$ cat src/bmhq_pkg.sv
// Shared types and constants for the bounded min-heap queue.
`timescale 1ns / 1ps
package bmhq_pkg;

    localparam int PRIO_W = 32;
    localparam int DATA_W = 32;
    localparam int FILL_W = 5;

    localparam logic OP_PUSH = 1'b0;
    localparam logic OP_POP  = 1'b1;

    typedef struct packed {
        logic                     operation;
        logic signed [PRIO_W-1:0] priority_req;
        logic [DATA_W-1:0]        payload;
    } t_req;

    typedef struct packed {
        logic                     ok;
        logic signed [PRIO_W-1:0] out_priority;
        logic [DATA_W-1:0]        out_payload;
        logic [FILL_W-1:0]        fill_count;
    } t_rsp;

endpackage

$ cat src/bmhq_ram.sv
// Generic RAM: one write port, two read ports with registered read data.
`timescale 1ns / 1ps
module bmhq_ram #(
    parameter int WIDTH = 64,
    parameter int DEPTH = 16
) (
    input  logic                     i_clk,
    input  logic                     i_we,
    input  logic [$clog2(DEPTH)-1:0] i_waddr,
    input  logic [WIDTH-1:0]         i_wdata,
    input  logic [$clog2(DEPTH)-1:0] i_raddr_a,
    output logic [WIDTH-1:0]         o_rdata_a,
    input  logic [$clog2(DEPTH)-1:0] i_raddr_b,
    output logic [WIDTH-1:0]         o_rdata_b
);

    logic [WIDTH-1:0] r_mem [DEPTH];

    always_ff @(posedge i_clk) begin
        if (i_we) begin
            r_mem[i_waddr] <= i_wdata;
        end
        o_rdata_a <= r_mem[i_raddr_a];
        o_rdata_b <= r_mem[i_raddr_b];
    end

endmodule

$ cat src/bmhq_cmp.sv
// Shared signed priority comparator used by both sift directions.
`timescale 1ns / 1ps
module bmhq_cmp
    import bmhq_pkg::*;
(
    input  logic signed [PRIO_W-1:0] i_a,
    input  logic signed [PRIO_W-1:0] i_b,
    output logic                     o_less
);

    assign o_less = (i_a < i_b);

endmodule

$ cat src/bounded_min_heap_queue_unit.sv
// Top level: bounded min-heap priority queue with sift sequencer.
// A push places the new entry in the next free slot (the last slot when the heap is full)
// and climbs toward the root; a pop of an empty heap answers with ok low.
// Other pops sink the hole left at the root; unless it ends on the last slot, the last
// entry is then fetched and climbs from the hole.
// One request at a time, busy until the result cycle; sync active-low reset empties the heap.
`timescale 1ns / 1ps
module bounded_min_heap_queue_unit
    import bmhq_pkg::*;
#(
    parameter int CAPACITY     = 16,
    parameter int PAYLOAD_BITS = 32
) (
    input  logic i_clk,
    input  logic i_rst_n,
    input  logic start,
    input  t_req i_req,
    output logic busy,
    output logic o_strobe,
    output t_rsp o_rsp
);

    localparam int AW = $clog2(CAPACITY);
    localparam int CW = $clog2(CAPACITY + 1);
    localparam int XW = AW + 2;
    localparam int EW = PRIO_W + PAYLOAD_BITS;
    localparam logic [CW-1:0] CAP_C  = CW'(CAPACITY);
    localparam logic [AW-1:0] LAST_C = AW'(CAPACITY - 1);

    typedef enum logic [6:0] {
        S_IDLE     = 7'b0000001,
        S_POP_TOP  = 7'b0000010,
        S_SINK_RD  = 7'b0000100,
        S_SINK_CMP = 7'b0001000,
        S_LAST_CAP = 7'b0010000,
        S_RISE_RD  = 7'b0100000,
        S_RISE_CMP = 7'b1000000
    } t_state;

    t_state          r_state, n_state;
    logic [CW-1:0]   r_count, n_count;
    logic [AW-1:0]   r_pos,   n_pos;
    logic [EW-1:0]   r_ent,   n_ent;
    logic            r_strobe, n_strobe;
    t_rsp            r_rsp,   n_rsp;

    logic            ram_we;
    logic [AW-1:0]   ram_waddr, ram_raddr_a, ram_raddr_b;
    logic [EW-1:0]   ram_wdata, rd_a, rd_b;

    logic signed [PRIO_W-1:0] cmp_a, cmp_b;
    logic                     cmp_less;

    logic [AW-1:0] parent;
    logic [XW-1:0] left_x, right_x, count_x;
    logic [CW+FILL_W-1:0] fill_x;

    bmhq_ram #(
        .WIDTH (EW),
        .DEPTH (CAPACITY)
    ) u_ram (
        .i_clk     (i_clk),
        .i_we      (ram_we),
        .i_waddr   (ram_waddr),
        .i_wdata   (ram_wdata),
        .i_raddr_a (ram_raddr_a),
        .o_rdata_a (rd_a),
        .i_raddr_b (ram_raddr_b),
        .o_rdata_b (rd_b)
    );

    bmhq_cmp u_cmp (
        .i_a    (cmp_a),
        .i_b    (cmp_b),
        .o_less (cmp_less)
    );

    assign parent  = (r_pos - AW'(1)) >> 1;
    assign left_x  = XW'({r_pos, 1'b1});
    assign right_x = XW'({r_pos, 1'b0}) + XW'(2);
    assign count_x = XW'(r_count);
    assign fill_x  = {{FILL_W{1'b0}}, r_count};

    always_comb begin
        n_state     = r_state;
        n_count     = r_count;
        n_pos       = r_pos;
        n_ent       = r_ent;
        n_strobe    = 1'b0;
        n_rsp       = r_rsp;
        ram_we      = 1'b0;
        ram_waddr   = r_pos;
        ram_wdata   = r_ent;
        ram_raddr_a = parent;
        ram_raddr_b = right_x[AW-1:0];
        cmp_a       = $signed(r_ent[EW-1 -: PRIO_W]);
        cmp_b       = $signed(rd_a[EW-1 -: PRIO_W]);

        case (r_state)
            S_IDLE: begin
                if (start) begin
                    if (i_req.operation == OP_PUSH) begin
                        n_ent = {i_req.priority_req, i_req.payload[PAYLOAD_BITS-1:0]};
                        if (r_count == CAP_C) begin
                            n_pos = LAST_C;
                        end else begin
                            n_pos   = r_count[AW-1:0];
                            n_count = r_count + CW'(1);
                        end
                        n_rsp.ok           = 1'b1;
                        n_rsp.out_priority = '0;
                        n_rsp.out_payload  = '0;
                        n_state            = S_RISE_RD;
                    end else if (r_count == '0) begin
                        n_rsp.ok           = 1'b0;
                        n_rsp.out_priority = '0;
                        n_rsp.out_payload  = '0;
                        n_rsp.fill_count   = fill_x[FILL_W-1:0];
                        n_strobe           = 1'b1;
                    end else begin
                        ram_raddr_a = '0;
                        n_count     = r_count - CW'(1);
                        n_pos       = '0;
                        n_state     = S_POP_TOP;
                    end
                end
            end
            S_POP_TOP: begin
                n_rsp.ok           = 1'b1;
                n_rsp.out_priority = $signed(rd_a[EW-1 -: PRIO_W]);
                n_rsp.out_payload  = DATA_W'(rd_a[PAYLOAD_BITS-1:0]);
                if (r_count == '0) begin
                    n_rsp.fill_count = fill_x[FILL_W-1:0];
                    n_strobe         = 1'b1;
                    n_state          = S_IDLE;
                end else begin
                    n_state = S_SINK_RD;
                end
            end
            S_SINK_RD: begin
                if (right_x > count_x) begin
                    if (r_pos == r_count[AW-1:0]) begin
                        n_rsp.fill_count = fill_x[FILL_W-1:0];
                        n_strobe         = 1'b1;
                        n_state          = S_IDLE;
                    end else begin
                        ram_raddr_a = r_count[AW-1:0];
                        n_state     = S_LAST_CAP;
                    end
                end else begin
                    ram_raddr_a = left_x[AW-1:0];
                    ram_raddr_b = right_x[AW-1:0];
                    n_state     = S_SINK_CMP;
                end
            end
            S_SINK_CMP: begin
                // right child wins ties
                cmp_a  = $signed(rd_a[EW-1 -: PRIO_W]);
                cmp_b  = $signed(rd_b[EW-1 -: PRIO_W]);
                ram_we = 1'b1;
                if (cmp_less) begin
                    ram_wdata = rd_a;
                    n_pos     = left_x[AW-1:0];
                end else begin
                    ram_wdata = rd_b;
                    n_pos     = right_x[AW-1:0];
                end
                n_state = S_SINK_RD;
            end
            S_LAST_CAP: begin
                n_ent   = rd_a;
                n_state = S_RISE_RD;
            end
            S_RISE_RD: begin
                if (r_pos == '0) begin
                    ram_we           = 1'b1;
                    n_rsp.fill_count = fill_x[FILL_W-1:0];
                    n_strobe         = 1'b1;
                    n_state          = S_IDLE;
                end else begin
                    n_state = S_RISE_CMP;
                end
            end
            S_RISE_CMP: begin
                ram_we = 1'b1;
                if (cmp_less) begin
                    ram_wdata = rd_a;
                    n_pos     = parent;
                    n_state   = S_RISE_RD;
                end else begin
                    n_rsp.fill_count = fill_x[FILL_W-1:0];
                    n_strobe         = 1'b1;
                    n_state          = S_IDLE;
                end
            end
            default: begin
                n_state = S_IDLE;
            end
        endcase
    end

    always_ff @(posedge i_clk) begin
        if (!i_rst_n) begin
            r_state  <= S_IDLE;
            r_count  <= '0;
            r_strobe <= 1'b0;
        end else begin
            r_state  <= n_state;
            r_count  <= n_count;
            r_strobe <= n_strobe;
        end
        r_pos <= n_pos;
        r_ent <= n_ent;
        r_rsp <= n_rsp;
    end

    assign busy     = (r_state != S_IDLE);
    assign o_strobe = r_strobe;
    assign o_rsp    = r_rsp;

endmodule

$ cat config.mk
export PLATFORM = sky130hd
export DESIGN_NAME = bounded_min_heap_queue_unit
export DESIGN_NICKNAME = d
export VERILOG_FILES = /design/src/bmhq_pkg.sv /design/src/bmhq_ram.sv /design/src/bmhq_cmp.sv /design/src/bounded_min_heap_queue_unit.sv
export SDC_FILE = /design/constraint.sdc
export NUM_CORES = 2
export LEC_CHECK = 0
export BUFFER_PORTS_ARGS = -buffer_cell sky130_fd_sc_hd__buf_2
export CAP_MARGIN = 20
export CELL_PAD_IN_SITES_DETAIL_PLACEMENT = 1
export CELL_PAD_IN_SITES_GLOBAL_PLACEMENT = 1
export CORE_MARGIN = 8
export CORE_UTILIZATION = 50
export CTS_BUF_LIST = sky130_fd_sc_hd__clkbuf_16
export CTS_CLUSTER_DIAMETER = 200
export DETAILED_ROUTE_END_ITERATION = 10
export PLACE_DENSITY = 0.83
export SYNTH_ARGS = -nofsm -noshare
export SYNTH_HDL_FRONTEND = slang
export SYNTH_HIERARCHICAL = 1
export SYNTH_SLANG_ARGS = --single-unit
$ cat constraint.sdc
create_clock -name i_clk -period 9.6 [get_ports i_clk]
set_input_delay 1.92 -clock i_clk [delete_from_list [all_inputs] [get_ports i_clk]]
set_output_delay 1.92 -clock i_clk [all_outputs]
set_load 0.005 [all_outputs]
==> flow_metrics.py <==
metrics = {
    "run_status": {
        "status": "finished, final reports clean",
    },
    "cts": {
        "clockRootBuffer": "clkbuf_16",
        "cts_max_level": 4,
        "cts_tree": "built",
        "post-cts-setup-buffers": 0,
        "cts_sinks": 1303,
        "cts_inserted_buffers": 133,
        "post_cts_resized": 0,
        "clk_latency_ns": 0.76,
        "clk_pin_slew_worst_paths_ns": 0.06,
        "cts_buffer_depth": 3,
        "holdBufCountCts": 0,
    },
    "setup_path": {
        "critPathArrivalTime_ns": 8.25,
        "path_class": "reg -> reg",
        "critPathRequiredTime_ns": 10.19,
        "worstSetupStartpointType": "flop",
        "r2r_cells": 18,
        "endpoint_kind": "flop",
        "path_max_fanout": 65,
        "path_cells": "nor4_1 -> and3_4 -> nand2_1 -> nand2_1 -> inv_1 -> ha_1 -> a21o_1 -> a31oi_1 -> o21ai_0 -> a311oi_2 -> o21ai_1 -> mux2i_4 -> inv_1 -> nor2_4 -> buf_12 -> a22oi_1 -> o21ai_0 -> buf_2",
        "slowest_stage": "and3_4",
        "path_delay_family": "simple AND/OR/NAND/NOR gates",
        "path_buf_inv": 4,
        "worstSetupPathDepth": 18,
        "slowest_delay_ns": 0.95,
    },
    "grt": {
        "antenna_found_initial": 8,
        "grt_overflow": 0,
        "grt_use_met1_pct": 35.4,
        "grt_usage_pct": 28.0,
        "grt_pass1_wl_um": 259000,
        "grt_max_degree": 257,
        "grt_busiest_layer": "met2",
        "use_met2_pct": 46.5,
        "globalRouteMet3Util_pct": 6.53,
        "grt_pass1_vias": 37600,
    },
    "sta": {
        "finalHoldViolCount": 0,
        "fin_crit_sh_pct": 79.7,
        "report.final.setup_viol": 0,
        "clock_skew_ns": 0.0345,
        "worst_pin_slew_ns": 1.26,
        "rsz0062_at_grt": "false",
        "drv_slew": 0,
        "fin_crit_ns": 7.65,
        "maxSlewHeadroom_pct": 16.1,
        "fin_setup_tns_ns": 0,
        "timing.fmax_mhz": 131,
        "hold_slack_ns": 0.551,
    },
    "drt": {
        "routed_wl_um": 181000,
        "routedWlPerCell_um": 35.9,
        "antenna_left": 0,
        "routed-via-count": 35600,
        "drt_pre_antenna_iters": 6,
        "drc_errors": 0,
        "routed_via_density": 7.07,
        "drt_iter0_drc": 5039,
    },
    "cells_and_area": {
        "final_nets": 3501,
        "fill_cells": 10300,
        "fin_area_um2": 64800,
        "syn_to_final_growth_pct": 11.5,
        "final_core_util_pct": 56.0,
        "drive_gt1_share_pct": 30.2,
    },
    "synthesis": {
        "synth_cells": 3261,
        "ys_ff_latch": 1303,
        "synth_ff_type": "edfxtp_1",
        "ys_seq_area_share_pct": 64.9,
        "synth_nets": 3370,
        "avgSynthCellArea_um2": 17.8,
        "ys_warn_count": 6,
        "synth_area_um2": 58100,
        "async_flop_share_pct": 0,
        "netlist-cell-type-count": 67,
        "synth-edff-count": 1162,
    },
    "power": {
        "finalPower_mw": 19.7,
        "max-vdd-ir-drop_mv": 0.518,
        "p_per_area_nw_per_um2": 304,
        "p_leak_nw": 21.6,
    },
    "placement": {
        "post-dp-hpwl_um": 95100,
        "post_dp_cell_area_um2": 60500,
        "io_buffer_count": 139,
        "gp_congestion": 0.795,
    },
    "min_path": {
        "worstHoldPathType": "reg -> reg",
        "holdPathStages": 2,
    },
    "die": {
        "pin_count": 140,
        "core_um2": 116000,
        "die_h_um": 357,
        "fp.dieArea_um2": 127000,
        "fp-row-count": 125,
        "initial_core_util_pct": 50.2,
        "fp.dieW_um": 357,
    },
    "run": {
        "drv_cap": 0,
    },
}
-- layout by cell type (no fill, tap or decap), types with 31 or more instances in the layout --
master     instances
mux4_2           512
ha_1              40
dfxtp_1          141
inv_1             73
clkbuf_16        138
buf_2            149
a221o_1           31
and2_1            68
buf_4             78
a21oi_1           50
a22oi_1          322
edfxtp_1        1162
o21ai_0           42
nand2_1          366
mux2_2            67
-- metrics by stage --
stage	cells	setup WS (ns)
detailed placement	4776	2.12
global placement	4756	2.47
CTS	5022	1.97
floorplan	3261	2.28
global route	5027	1.76
finish	5030	1.95
-- Yosys cell counts, types with 3 or more instances --
| library cell | number | share of area, % |
|---|---|---|
| edfxtp_1 | 1162 | 60 |
| mux4_2 | 512 | 20 |
| nand2_1 | 366 | 2.4 |
| a22oi_1 | 322 | 4.2 |
| dfxtp_1 | 141 | 4.9 |
| clkbuf_1 | 110 | 0.71 |
| and2_1 | 70 | 0.75 |
| mux2_2 | 67 | 1.3 |
| buf_2 | 55 | 0.47 |
| a21oi_1 | 50 | 0.43 |
| o21ai_0 | 46 | 0.40 |
| inv_1 | 43 | 0.28 |
| ha_1 | 40 | 0.86 |
| nor2_1 | 34 | 0.22 |
| a221o_1 | 31 | 0.53 |
| buf_1 | 29 | 0.19 |
| buf_4 | 25 | 0.32 |
| buf_6 | 22 | 0.43 |
| nand3_1 | 18 | 0.16 |
| xor2_1 | 11 | 0.17 |
| nor3_1 | 10 | 0.086 |
| nor2b_1 | 8 | 0.086 |
| mux2i_1 | 7 | 0.12 |
| nand4_1 | 7 | 0.075 |
| xnor2_1 | 7 | 0.11 |
| and3_1 | 6 | 0.065 |
| a21o_1 | 5 | 0.065 |
| a31oi_1 | 4 | 0.043 |
| nand3b_1 | 4 | 0.052 |
| nand2b_1 | 3 | 0.032 |
| o211ai_1 | 3 | 0.039 |
-- power breakdown --
group | internal [mW] | leakage, nW | switching [mW] | total, mW
registers | 6.85 | 11.7 | 0.453 | 7.31
clock network | 2.81 | 2.18 | 2.25 | 5.06
logic | 3.06 | 7.69 | 4.27 | 7.33
total | 12.7 | 21.6 | 6.97 | 19.7
-- path summary, 6_finish.rpt --
kind,startpoint,endpoint,slack [ns]
setup / recovery,r_state[2],u_ram/r_mem[1][19],1.95
setup reg to reg,r_state[2],u_ram/r_mem[1][19],1.95
hold reg to reg,r_count[4],r_count[4],0.55
hold / removal,r_count[4],r_count[4],0.55
-- cell type report --
| type | instances | area (µm²) | share of cell area [%] |
|---|---|---|---|
| well taps | 1524 | 1910 | 2.94 |
| diodes | 3 | 7.51 | 0.0116 |
| inverters | 45 | 179 | 0.276 |
| repair buffers | 237 | 1540 | 2.37 |
| clock inverters | 108 | 758 | 1.17 |
| multi-input cells | 1672 | 19200 | 29.7 |
| clock buffers | 138 | 3450 | 5.33 |
| flip-flops and latches | 1303 | 37700 | 58.2 |
-- registers in the layout, summed over array words and instances (netlist names) --
register,cells
r_state,7
u_ram/o_rdata_a,64
u_ram/r_mem,1024
r_pos,4
o_rsp,70
u_ram/o_rdata_b,64
r_count,5
r_ent,64
o_strobe,1
-- tightest hold or removal path: stages, from the launching register on --
cell,delay (ns)
dfxtp_1,0.36
o31ai_1,0.09
a21oi_1,0.06
-- cells by family after synthesis --
logic type / after synthesis / synth area share [%]
and+or+nand+nor: 545 / 4.20
DFF: 1303 / 64.9
xor gates and xnor gates: 18 / 0.271
AOI/OAI and AO/OA: 481 / 6.00
muxes: 586 / 21.3
adders and majority gates: 41 / 0.896
other: 1 / 0.00646
buffers and inverters: 286 / 2.42
-- routing by layer --
layer	wire length (µm)	up-vias
met5	11	-
met2	88800	2756
met1	62900	18500
met3	20700	530
li1	-	13800
met4	8180	2
Note: power is estimated with default switching activity, not from simulation.
